$ cat src/rtl/rfid_frame_decoder_unit_assert.svh
// -----------------------------------------------------------------------------
// rfid frame decoder assertion macros
// shared concurrent assertion forms for the decoder modules
// -----------------------------------------------------------------------------
`ifndef RFID_FRAME_DECODER_UNIT_ASSERT_SVH
`define RFID_FRAME_DECODER_UNIT_ASSERT_SVH

// condition that holds at every edge out of reset
`define RFD_ASSERT_ALWAYS(lbl, clk, rst, cond, msg) \
   lbl: assert property (@(posedge clk) disable iff (rst) (cond)) else $error(msg);

// consequence that holds in the cycle after the antecedent
`define RFD_ASSERT_NEXT(lbl, clk, rst, ante, cons, msg) \
   lbl: assert property (@(posedge clk) disable iff (rst) (ante) |=> (cons)) else $error(msg);

// consequence that holds in the same cycle as the antecedent
`define RFD_ASSERT_SAME(lbl, clk, rst, ante, cons, msg) \
   lbl: assert property (@(posedge clk) disable iff (rst) (ante) |-> (cons)) else $error(msg);

`endif

$ cat src/rtl/rfd_pkg.sv
// -----------------------------------------------------------------------------
// rfd_pkg
// types and constants of the reader frame decoder
// -----------------------------------------------------------------------------
package rfd_pkg;

   // operation codes
   localparam logic [1:0] OP_DATA    = 2'd0;
   localparam logic [1:0] OP_ARM     = 2'd1;
   localparam logic [1:0] OP_RESTART = 2'd2;

   // status codes
   localparam logic [2:0] ST_BUSY   = 3'd0;
   localparam logic [2:0] ST_PREFIX = 3'd1;
   localparam logic [2:0] ST_CKSUM  = 3'd2;
   localparam logic [2:0] ST_REPEAT = 3'd3;
   localparam logic [2:0] ST_NEW    = 3'd4;

   // frame positions
   localparam logic [3:0] LAST_PREFIX = 4'd4;
   localparam logic [3:0] LAST_ID     = 4'd12;
   localparam logic [3:0] CKSUM_IDX   = 4'd13;

   typedef struct packed {
      logic [1:0] operation;
      logic [7:0] data_byte;
   } req_type;

   typedef struct packed {
      logic [2:0]  status;
      logic [63:0] transponder_id;
      logic [7:0]  received_checksum;
      logic [7:0]  computed_checksum;
   } rsp_type;

   // expected prefix byte at frame positions 0 to 4
   function automatic logic [7:0] prefix_byte(input logic [2:0] idx);
      logic [7:0] value;
      case (idx)
         3'd0:    value = 8'h0E;
         3'd2:    value = 8'h11;
         3'd4:    value = 8'h05;
         default: value = 8'h00;
      endcase
      return value;
   endfunction

endpackage

$ cat src/rtl/rfd_frame_core.sv
// -----------------------------------------------------------------------------
// rfd_frame_core
// frame state and single-pass decode of one beat into one result
// -----------------------------------------------------------------------------
`include "rfid_frame_decoder_unit_assert.svh"

module rfd_frame_core (
   input  logic            clock,
   input  logic            reset,
   input  logic            advance,
   input  rfd_pkg::req_type item,
   output rfd_pkg::rsp_type result
);

   logic [3:0]  frame_index_ff, frame_index_in;
   logic [7:0]  running_xor_ff, running_xor_in;
   logic [63:0] id_bytes_ff, id_bytes_in;
   logic [63:0] last_id_ff, last_id_in;
   logic        last_valid_ff, last_valid_in;
   logic        armed_ff, armed_in;
   logic [7:0]  xor_base;

   always_comb begin
      frame_index_in = frame_index_ff;
      running_xor_in = running_xor_ff;
      id_bytes_in    = id_bytes_ff;
      last_id_in     = last_id_ff;
      last_valid_in  = last_valid_ff;
      armed_in       = armed_ff;
      result         = '0;
      result.status  = rfd_pkg::ST_BUSY;
      xor_base       = (frame_index_ff == 4'd0) ? 8'h00 : running_xor_ff;
      unique case (item.operation)
         rfd_pkg::OP_ARM: begin
            armed_in = 1'b1;
         end
         rfd_pkg::OP_RESTART: begin
            frame_index_in = 4'd0;
         end
         rfd_pkg::OP_DATA: begin
            if (frame_index_ff <= rfd_pkg::LAST_PREFIX) begin
               running_xor_in = xor_base;
               if (item.data_byte != rfd_pkg::prefix_byte(frame_index_ff[2:0])) begin
                  frame_index_in = 4'd0;
                  result.status  = rfd_pkg::ST_PREFIX;
               end else begin
                  running_xor_in = xor_base ^ item.data_byte;
                  frame_index_in = frame_index_ff + 4'd1;
               end
            end else if (frame_index_ff <= rfd_pkg::LAST_ID) begin
               running_xor_in = running_xor_ff ^ item.data_byte;
               id_bytes_in    = {item.data_byte, id_bytes_ff[63:8]};
               frame_index_in = frame_index_ff + 4'd1;
            end else if (frame_index_ff == rfd_pkg::CKSUM_IDX) begin
               frame_index_in = 4'd0;
               if (item.data_byte != running_xor_ff) begin
                  result.status            = rfd_pkg::ST_CKSUM;
                  result.received_checksum = item.data_byte;
                  result.computed_checksum = running_xor_ff;
               end else if (armed_ff || !last_valid_ff || id_bytes_ff != last_id_ff) begin
                  armed_in              = 1'b0;
                  last_valid_in         = 1'b1;
                  last_id_in            = id_bytes_ff;
                  result.status         = rfd_pkg::ST_NEW;
                  result.transponder_id = id_bytes_ff;
               end else begin
                  result.status         = rfd_pkg::ST_REPEAT;
                  result.transponder_id = id_bytes_ff;
               end
            end else begin
               frame_index_in = 4'd0;
            end
         end
         default: begin
         end
      endcase
   end

   always_ff @(posedge clock) begin
      if (reset) begin
         frame_index_ff <= 4'd0;
         running_xor_ff <= 8'h00;
         last_id_ff     <= 64'd0;
         last_valid_ff  <= 1'b0;
         armed_ff       <= 1'b1;
      end else if (advance) begin
         frame_index_ff <= frame_index_in;
         running_xor_ff <= running_xor_in;
         last_id_ff     <= last_id_in;
         last_valid_ff  <= last_valid_in;
         armed_ff       <= armed_in;
      end
   end

   always_ff @(posedge clock) begin
      if (advance) begin
         id_bytes_ff <= id_bytes_in;
      end
   end

   `RFD_ASSERT_ALWAYS(a_index_range, clock, reset, frame_index_ff <= rfd_pkg::CKSUM_IDX,
      "frame index beyond checksum position")
   `RFD_ASSERT_NEXT(a_report_disarms, clock, reset,
      advance && result.status == rfd_pkg::ST_NEW,
      !armed_ff && last_valid_ff && last_id_ff == $past(id_bytes_ff),
      "report did not update last id and flag")
   `RFD_ASSERT_NEXT(a_arm_sets, clock, reset,
      advance && item.operation == rfd_pkg::OP_ARM, armed_ff,
      "arm command did not set flag")
   `RFD_ASSERT_SAME(a_repeat_needs_last, clock, reset,
      advance && result.status == rfd_pkg::ST_REPEAT, last_valid_ff && !armed_ff,
      "repeat suppressed without prior report")

endmodule

$ cat src/rtl/rfd_result_reg.sv
// -----------------------------------------------------------------------------
// rfd_result_reg
// result register holding one beat towards the response channel
// -----------------------------------------------------------------------------
module rfd_result_reg (
   input  logic             clock,
   input  logic             reset,
   input  logic             load,
   input  rfd_pkg::rsp_type result,
   input  logic             rsp_stall,
   output logic             rsp_valid,
   output rfd_pkg::rsp_type rsp_payload,
   output logic             full
);

   logic             valid_ff, valid_in;
   rfd_pkg::rsp_type data_ff;

   always_comb begin
      valid_in = valid_ff;
      if (load) begin
         valid_in = 1'b1;
      end else if (!rsp_stall) begin
         valid_in = 1'b0;
      end
   end

   always_ff @(posedge clock) begin
      if (reset) begin
         valid_ff <= 1'b0;
      end else begin
         valid_ff <= valid_in;
      end
   end

   always_ff @(posedge clock) begin
      if (load) begin
         data_ff <= result;
      end
   end

   assign rsp_valid   = valid_ff;
   assign rsp_payload = data_ff;
   assign full        = valid_ff && rsp_stall;

endmodule

$ cat src/rtl/rfid_frame_decoder_unit.sv
// -----------------------------------------------------------------------------
// rfid_frame_decoder_unit
// decoder for 14-byte reader frames: prefix check, xor checksum, id report
// -----------------------------------------------------------------------------
//  channel  direction  handshake              payload
//  req      in         req_valid / req_stall  rfd_pkg::req_type
//  rsp      out        rsp_valid / rsp_stall  rfd_pkg::rsp_type
//
//  one beat per cycle sustained while rsp_stall is low; one response beat for every request beat
//  a beat passes the input register, then is decoded into the result register
//  synchronous reset clears the frame index and arms the new-run flag
//  req_stall rises only when both registers hold a beat and rsp_stall is high
// -----------------------------------------------------------------------------
`include "rfid_frame_decoder_unit_assert.svh"

module rfid_frame_decoder_unit (
   input  logic             clock,
   input  logic             reset,
   input  logic             req_valid,
   output logic             req_stall,
   input  rfd_pkg::req_type req_payload,
   output logic             rsp_valid,
   input  logic             rsp_stall,
   output rfd_pkg::rsp_type rsp_payload
);

   logic             in_valid_ff, in_valid_in;
   rfd_pkg::req_type in_item_ff;
   rfd_pkg::rsp_type result;
   logic             move;
   logic             out_full;
   logic             req_take;

   assign move      = in_valid_ff && !out_full;
   assign req_stall = in_valid_ff && out_full;
   assign req_take  = req_valid && !req_stall;

   always_comb begin
      in_valid_in = in_valid_ff;
      if (req_take) begin
         in_valid_in = 1'b1;
      end else if (move) begin
         in_valid_in = 1'b0;
      end
   end

   always_ff @(posedge clock) begin
      if (reset) begin
         in_valid_ff <= 1'b0;
      end else begin
         in_valid_ff <= in_valid_in;
      end
   end

   always_ff @(posedge clock) begin
      if (req_take) begin
         in_item_ff <= req_payload;
      end
   end

   rfd_frame_core u_core (
      .clock   (clock),
      .reset   (reset),
      .advance (move),
      .item    (in_item_ff),
      .result  (result)
   );

   rfd_result_reg u_result (
      .clock       (clock),
      .reset       (reset),
      .load        (move),
      .result      (result),
      .rsp_stall   (rsp_stall),
      .rsp_valid   (rsp_valid),
      .rsp_payload (rsp_payload),
      .full        (out_full)
   );

   `RFD_ASSERT_NEXT(a_held_beat_kept, clock, reset, in_valid_ff && out_full,
      in_valid_ff && $stable(in_item_ff), "held request beat lost")
   `RFD_ASSERT_NEXT(a_move_fills_out, clock, reset, move, rsp_valid,
      "decoded beat missing at response")
   `RFD_ASSERT_SAME(a_stall_only_full, clock, reset, req_stall, rsp_valid && rsp_stall,
      "request stalled while result register free")

endmodule
$ cat config.mk
export PLATFORM = sky130hd
export DESIGN_NAME = rfid_frame_decoder_unit
export DESIGN_NICKNAME = d
export VERILOG_FILES = /design/src/rtl/rfd_pkg.sv /design/src/rtl/rfd_frame_core.sv /design/src/rtl/rfd_result_reg.sv /design/src/rtl/rfid_frame_decoder_unit.sv
export VERILOG_INCLUDE_DIRS = /design/src /design/src/rtl
export SDC_FILE = /design/constraint.sdc
export NUM_CORES = 1
export LEC_CHECK = 0
export ABC_AREA = 1
export BUFFER_PORTS_ARGS = -buffer_cell sky130_fd_sc_hd__buf_2
export CAP_MARGIN = 20
export CORE_AREA = 2 2 134 169
export DETAILED_ROUTE_END_ITERATION = 12
export DIE_AREA = 0 0 136 171
export PLACE_DENSITY = 0.75
export SLEW_MARGIN = 25
export SYNTH_ARGS = -nofsm -noshare
export SYNTH_HDL_FRONTEND = slang
export SYNTH_SLANG_ARGS = --single-unit
$ cat constraint.sdc
create_clock -name clock -period 10 [get_ports clock]
set_clock_uncertainty 0.15 [all_clocks]
set_input_delay 0.5 -clock clock [delete_from_list [all_inputs] [get_ports clock]]
set_output_delay 0.5 -clock clock [all_outputs]
set_load 0.01 [all_outputs]
==> summary.md, run 1 <==
| Metric | Value |
|---|---|
| ANT nets after route | 0 |
| Synth top area share | 0.441 |
| PortBufs | just under 100 |
| Reg area | around 6300 um^2 |
| Cells after DPL | 1,556 |
| Fill cells | 1,931 |
| Multi-input gate area | 3440 um^2 |
| Layout cell share with drive strength beyond 1 | 0.130 |
| Sequential-to-total area share from yosys stat | 0.591 |
| Maxcap violations | 0 |
| First-pass GRT wire length | 40.0 mm |
| Final std cells w/o fill | 1,604 |
| Clock buffer depth | 3 |
| Outcome | finished, final reports clean |
| RSZ-0062 raised after global routing | no |
| Largest net degree at the start of global routing | 82 |
| Count of cell types in the netlist | 29 |
| Area contributors post-synth | edfxtp_1 44%, dfxtp_1 15%, nand2_1 11% |
| Resized Gates After CTS | 0 |
| WL/cell | approximately 16 um |
| Avg Cell Area, Syn | 8.81 um^2 |
| Ports | 99 |
| DRC | 0 |
| Mapped Area | 10,700 um^2 |
| Pre-CTS WS | 5.92 ns |
| Slew HR | 0.310 |
| Pwr Density | 165 nW/um^2 |
| Sum Neg Setup Slack | 0 ns |
| Arrival time of the worst setup path | between 4 and 5 ns |
| Antenna diode count | 0 |
| Root Driver | clkbuf_16 |
| Core Rows | 61 |
| Cell type of the slowest stage on the worst timing path | clkinv_2 |
| Lkg Pwr | 5.11 nW |
| Drt pass-1 iters | 8 |
| Die area | 23,300 um^2 |
| Actual slew at the worst max-slew pin | 1.03 ns |
| Clock transition at path regs | around 0.070 ns |
| Cell taking the most area after synthesis | edfxtp_1 |
| Num CTS Buffers | 24 |
| DR vias | 8,346 |
| CORE AREA | roughly 22,000 um^2 |
| Die H | 171 um |
| H-Tree Depth | 1 |
| GPL Wtd Cong | 0.967 |
| Wirelength, routed | around 26 mm |
| Total Nets Final | 1,322 |
| Final Setup Violations | 0 |
| Area Growth Syn to Fin | 14.6% |
| Hold Vio Cnt, Final | 0 |
| First DRT Iteration DRCs | about 700 |
| Max Freq | around 240 MHz |
| Starting Density | 0.489 |
| CTS tree | built |
| Type of the worst min-delay path | primary input to flip-flop |
| Crit-path cells | inv_1, ha_1, nor2_1, nand3_1, nor2_4, clkinv_2, buf_4, nor2_1, nand3_1, a21oi_1 |
| Hpwl dp | around 17 mm |
| Final worst-path cycle share | 0.415 |
| Required time of the worst setup path | 10.28 ns |
| CP Capture Type | flip-flop |
| Worst setup slack after layout | 5.85 ns |
| Post-CTS Setup Repair Bufs | 0 |
| Post-Syn Nets | roughly 1,200 |
| Syn. warnings | 0 |
| Final Util | 0.561 |
| Vias in the first global route | 7,799 |
| Yosys reg bits | between 200 and 250 |
| Max Slew Vio Count | 0 |
| Clk sink count | 237 |
| WS Path Type | flip-flop to flip-flop |
| Hold Buf Count CTS | 3 |
| All-Layer GR Usage | 0.220 |
| Synthesized instance count | between 1,000 and 1,500 |
| CP max stage delay | 0.95 ns |
| Initial antenna violation count | 0 |
| Drt via density | 5.20 |
| Gr ovfl total | 0 |
| Critical Path Start Type | flip-flop |
| Die width | 136 um |
| Fin crit period | slightly above 4 ns |
| Max IR drop VDD | 0.000134 V |
| Crit path max fanout | 45 |
| Later-pin clock latency in the skew report | 0.52 ns |
final cells by class:
type	count	share of cell area
Multi-Input combinational cell	729	0.281
Clock inverter	11	0.00961
Timing Repair Buffer	107	0.0478
Clock buffer	33	0.0544
Sequential cell	237	0.516
Inverter	204	0.0626
Tap cell	283	0.0289
state kept, by name, indices dropped and copies added, names as in the netlist:
name                   count
u_core.id_bytes_ff        64
u_result.rsp_valid         1
u_result.rsp_payload      83
u_core.frame_index_ff      4
u_core.armed_ff            1
u_core.running_xor_ff      8
in_item_ff                10
u_core.last_valid_ff       1
in_valid_ff                1
u_core.last_id_ff         64
cells in the mapped netlist, drive strengths merged:
| cell | count |
|---|---|
| nor4 | 1 |
| inv | 204 |
| a211oi | 3 |
| ha | 5 |
| xor2 | 10 |
| nor3 | 6 |
| edfxtp | 157 |
| a31oi | 2 |
| xnor2 | 9 |
| clkbuf | 27 |
| nand2 | 315 |
| o21ai | 14 |
| nand4 | 49 |
| nand3 | 61 |
| dfxtp | 80 |
| nor2 | 189 |
| or2 | 3 |
| nand3b | 4 |
| buf | 15 |
| a21oi | 53 |
| o22ai | 5 |
power by group:
part | total, mW | switching, mW | leakage [nW] | internal [mW]
Combinational | 0.0597 | 0.0413 | 2.60 | 0.0183
Sequential | 1.06 | 0.00662 | 2.13 | 1.05
Clock | 0.899 | 0.377 | 0.380 | 0.522
Total | 2.02 | 0.425 | 5.11 | 1.59
critical path, delay by kind of cell (launching register included):
kind	cells	cell delay [ns]
buffers and inverters	3	1.65
adders and majority gates	1	0.26
AOI/OAI and AO/OA	1	0.17
and+or+nand+nor	5	1.40
DFF	1	0.39
kinds of logic (layout without fill, tap and decap cells):
group | after synthesis | after routing | synth area share
compound gates | 77 | 77 | 0.0376
xor+xnor | 19 | 19 | 0.0156
fa+ha+maj | 5 | 5 | 0.00586
buf+inv | 246 | 355 | 0.0905
flops | 237 | 237 | 0.591
simple gates | 628 | 628 | 0.259
layout by cell type (no fill, tap or decap):
cell type | synthesis | routed
a211oi_1 | 3 | 3
a21oi_1 | 53 | 53
a31oi_1 | 2 | 2
buf_16 | 0 | 1
buf_2 | 5 | 98
buf_4 | 4 | 5
bufinv_16 | 0 | 2
clkbuf_1 | 27 | 7
clkbuf_16 | 0 | 25
clkbuf_8 | 0 | 1
clkinv_1 | 0 | 3
clkinv_2 | 0 | 3
clkinvlp_4 | 0 | 1
dfxtp_1 | 80 | 80
dlygate4sd3_1 | 0 | 3
edfxtp_1 | 157 | 157
ha_1 | 5 | 5
inv_1 | 202 | 202
inv_2 | 2 | 1
inv_6 | 0 | 2
inv_8 | 0 | 1
nand2_1 | 314 | 314
nand2_2 | 1 | 1
nand3_1 | 61 | 59
nand3_4 | 0 | 2
nand3b_1 | 4 | 4
nand4_1 | 49 | 49
nor2_1 | 166 | 165
nor2_4 | 22 | 24
nor3_1 | 4 | 4
nor3_2 | 2 | 2
nor4_1 | 1 | 1
o21ai_0 | 14 | 14
o22ai_1 | 5 | 5
or2_2 | 3 | 3
xnor2_1 | 9 | 9
xor2_1 | 10 | 10
metal layers:
metal  vias up  wire length (um)  share of wire  global-route usage
met5         -                 0              0                   0
met4         0               989          0.038              0.0833
met3        66              1660          0.064              0.0296
met2       328             13200           0.51               0.390
met1      3920             10000           0.39               0.270
li1       4032                 -              -                   -
path summary, 6_finish.rpt:
path,start,to,slack (ns),cells after the start
hold / removal,req_payload[0],in_item_ff[0],0.009,1
hold reg to reg,u_core.id_bytes_ff[48],u_core.id_bytes_ff[40],0.32,0
setup reg to reg,u_core.frame_index_ff[0],u_core.last_id_ff[37],5.85,10
setup / recovery,u_core.frame_index_ff[0],u_core.last_id_ff[37],5.85,10
stage by stage:
stage / hold slack, ns / area (um^2) / power, mW
2_1_floorplan: 0.276 / 10700 / 1.12
3_3_place_gp: 0.303 / 11400 / 1.14
3_5_place_dp: 0.311 / 11400 / 1.14
4_1_cts: 0.00145 / 12200 / 2.03
5_1_grt: 0.00104 / 12200 / 2.07
6_report: 0.00850 / 12200 / 2.02
Power figures use the tool's default switching activity.
==> run 2: changes to the inputs <==
--- a/config.mk
+++ b/config.mk
@@ -12,7 +12,7 @@
 export CORE_AREA = 2 2 134 169
 export DETAILED_ROUTE_END_ITERATION = 12
 export DIE_AREA = 0 0 136 171
-export PLACE_DENSITY = 0.75
+export PLACE_DENSITY = 0.78
 export SLEW_MARGIN = 25
 export SYNTH_ARGS = -nofsm -noshare
 export SYNTH_HDL_FRONTEND = slang
==> constraint.sdc (replaced) <==
create_clock -name clock -period 3.4 [get_ports clock]
set_clock_uncertainty 0.15 [all_clocks]
set_input_delay 0.17 -clock clock [delete_from_list [all_inputs] [get_ports clock]]
set_output_delay 0.17 -clock clock [all_outputs]
set_load 0.01 [all_outputs]
==> run 2 against run 1 <==
Combinational power grew to 3.1 times the previous value. Sequential power grew to 2.9 times the previous value. Critical path depth rose by 1. Clock power increased to 2.7 times the previous value. Register-to-register slack lost 5.1 ns. Count of clock-buffer cells in the layout increased by 3. Sequential share of layout area fell by 0.30 points. Via count down 0.44%. First-iteration DRC count down 20%. Final area increased by 0.59%. Core utilization up 0.33 points. Critical path type unchanged. Largest power group unchanged.
==> summary.md, run 2 (synthesis gave the netlist of run 1 again) <==
| Metric | Value |
|---|---|
| Sw Pwr | around 1.2 mW |
| Hpwl dp | ~18 mm |
| Layout cell share with drive strength beyond 1 | 0.131 |
| Comb power frac | 0.032 |
| RSZ-0062 raised after global routing | no |
| Ports | 99 |
| Crit path capture | u_core.last_id_ff[6] |
| Gr ovfl total | 0 |
| Drt via density | 5.14 |
| Later-pin clock latency in the skew report | slightly above 0.5 ns |
| Max Slew Vio Count | 0 |
| Starting Density | 0.489 |
| ANT nets after route | 0 |
| Die H | 171 um |
| Fin crit period | roughly 2.7 ns |
| Largest net degree at the start of global routing | about 150 |
| FF-to-FF End | u_core.last_id_ff[6] |
| Met1 WL | ~10 mm |
| Initial antenna violation count | 0 |
| Maxcap violations | 0 |
| Type of the worst min-delay path | primary input to flip-flop |
| Crit-path cells | inv_1, ha_1, nor2_1, nand3_1, nor2_4, buf_4, nand3_2, buf_4, nand2_1, inv_1, nor2_1 |
| Core Rows | slightly above 60 |
| Stages on worst setup path | 11 |
| Lkg Pwr | 5.13 nW |
| CTS tree | built |
| Clock transition at path regs | 0.06 ns |
| Post-CTS Setup Repair Bufs | 0 |
| Top Layer Used | met4 |
| CP Capture Type | flip-flop |
| PortBufs | 98 |
| H-Tree Depth | 1 |
| Drt pass-1 iters | 6 |
| Max reg flops | between 80 and 90 |
| Worst reg-to-reg setup slack | 0.70 ns |
| Commonest non-fill, non-tap cell in the layout | nand2_1 |
| Arrival time of the worst setup path | 2.98 ns |
| Final Util | 0.564 |
| Root Driver | clkbuf_16 |
| Slew HR | 0.478 |
| Actual slew at the worst max-slew pin | 0.783 ns |
| Met3 Wirelength | 1.67 mm |
| GPL Wtd Cong | between 0.9 and 1 |
| Pwr Density | 467 nW/um^2 |
| Vias in the first global route | 7,976 |
| Sequential share of power | 0.543 |
| First DRT Iteration DRCs | 563 |
| Num CTS Buffers | 23 |
| Sum Neg Setup Slack | 0 ns |
| Max IR drop VDD | 0.000440 V |
| Clk sink count | approximately 240 |
| Clock buffer depth | 3 |
| WL/cell | 16.0 um |
| Met2 routed WL | 13.1 mm |
| Die area | 23,300 um^2 |
| Worst path top cell family by delay | simple AND/OR/NAND/NOR gates |
| Sw frac | 0.206 |
| Pre-CTS WS | 0.806 ns |
| DR vias | between 8,000 and 9,000 |
| CORE AREA | 21,800 um^2 |
| Crit path max fanout | 41 |
| Hold Vio Cnt, Final | 0 |
| Most frequent cells in the layout | 314 x nand2_1, 202 x inv_1, 165 x nor2_1 |
| Antenna diode count | 0 |
| Cell type of the slowest stage on the worst timing path | dfxtp_1 |
| Wirelength, routed | 25.8 mm |
| Critical Path Start Type | flip-flop |
| All-Layer GR Usage | 0.225 |
| Worst setup slack after layout | approximately 0.7 ns |
| Int Pwr | 4.56 mW |
| Clk pwr share | 0.425 |
| Outcome | finished, final reports clean |
| Die width | 136 um |
| Area Growth Syn to Fin | 15.3% |
| DRC | 0 |
| Worst Setup SP | u_core.frame_index_ff[0] |
| CP max stage delay | just under 0.4 ns |
| Total Nets Final | 1,337 |
| Buf+Inv Stages, Crit Path | 4 |
| R2r worst-path depth | 11 |
| Required time of the worst setup path | approximately 3.7 ns |
| Final Setup Violations | 0 |
| Fill cells | 1,947 |
| Final worst-path cycle share | 0.795 |
| Worst r2r src | u_core.frame_index_ff[0] |
| WS Path Type | flip-flop to flip-flop |
| First-pass GRT wire length | between 40 and 50 mm |
| Max Freq | 370 MHz |
[run 2: timing repair]
action,in CTS,in global routing
gates resized for setup,0,0
endpoints found under the hold margin,20,0
hold buffers,14,0
[run 2: worst min path at each step]
stage                    endpoint  slack [ns]           start  cells after the start
finish              in_item_ff[1]        0.23  req_payload[1]                      2
global route        in_item_ff[8]        0.22  req_payload[8]                      2
CTS                 in_item_ff[0]        0.20  req_payload[0]                      2
detailed placement  in_item_ff[5]        0.20  req_payload[5]                      1
global placement    in_item_ff[8]        0.20  req_payload[8]                      1
floorplan           in_item_ff[0]        0.12  req_payload[0]                      0
[run 2: stage by stage]
step | std cells | hold slack [ns] | instance area [um^2] | power [mW]
finish | 1617 | 0.229 | 12300 | 5.75
global route | 1617 | 0.224 | 12300 | 5.92
CTS | 1617 | 0.200 | 12300 | 5.79
detailed placement | 1562 | 0.198 | 11500 | 3.36
global placement | 1562 | 0.198 | 11500 | 3.36
floorplan | 1212 | 0.119 | 10700 | 3.29
[run 2: metal layers]
| metal | global-route usage | vias to the layer above |
|---|---|---|
| met5 | 0 | - |
| met4 | 0.0956 | 0 |
| li1 | - | 4062 |
| met2 | 0.398 | 310 |
| met3 | 0.0335 | 63 |
| met1 | 0.272 | 3874 |
[run 2: cell type report]
type	instances	area, um^2	share of cell area
sequential	237	6320	0.513
multi-input combinational	729	3420	0.278
inverter	204	767	0.0623
timing repair buffer	123	738	0.0599
clock buffer	36	696	0.0565
tap	283	354	0.0288
clock inverter	5	22.5	0.00183
[run 2: power groups by stage]
stage	combinational, mW	sequential (mW)	clock [mW]
after floorplan	0.0804	3.20	0
after global placement	0.171	3.18	0
after detailed placement	0.173	3.18	0
after CTS	0.186	3.12	2.48
after global routing	0.204	3.13	2.59
final	0.185	3.12	2.44
[run 2: worst register-to-register path, delay by kind of cell, from the launching register on]
kind,cells,cell delay (ns)
adders and majority gates,1,0.26
and+or+nand+nor,6,0.99
DFF,1,0.39
buffers and inverters,4,0.84
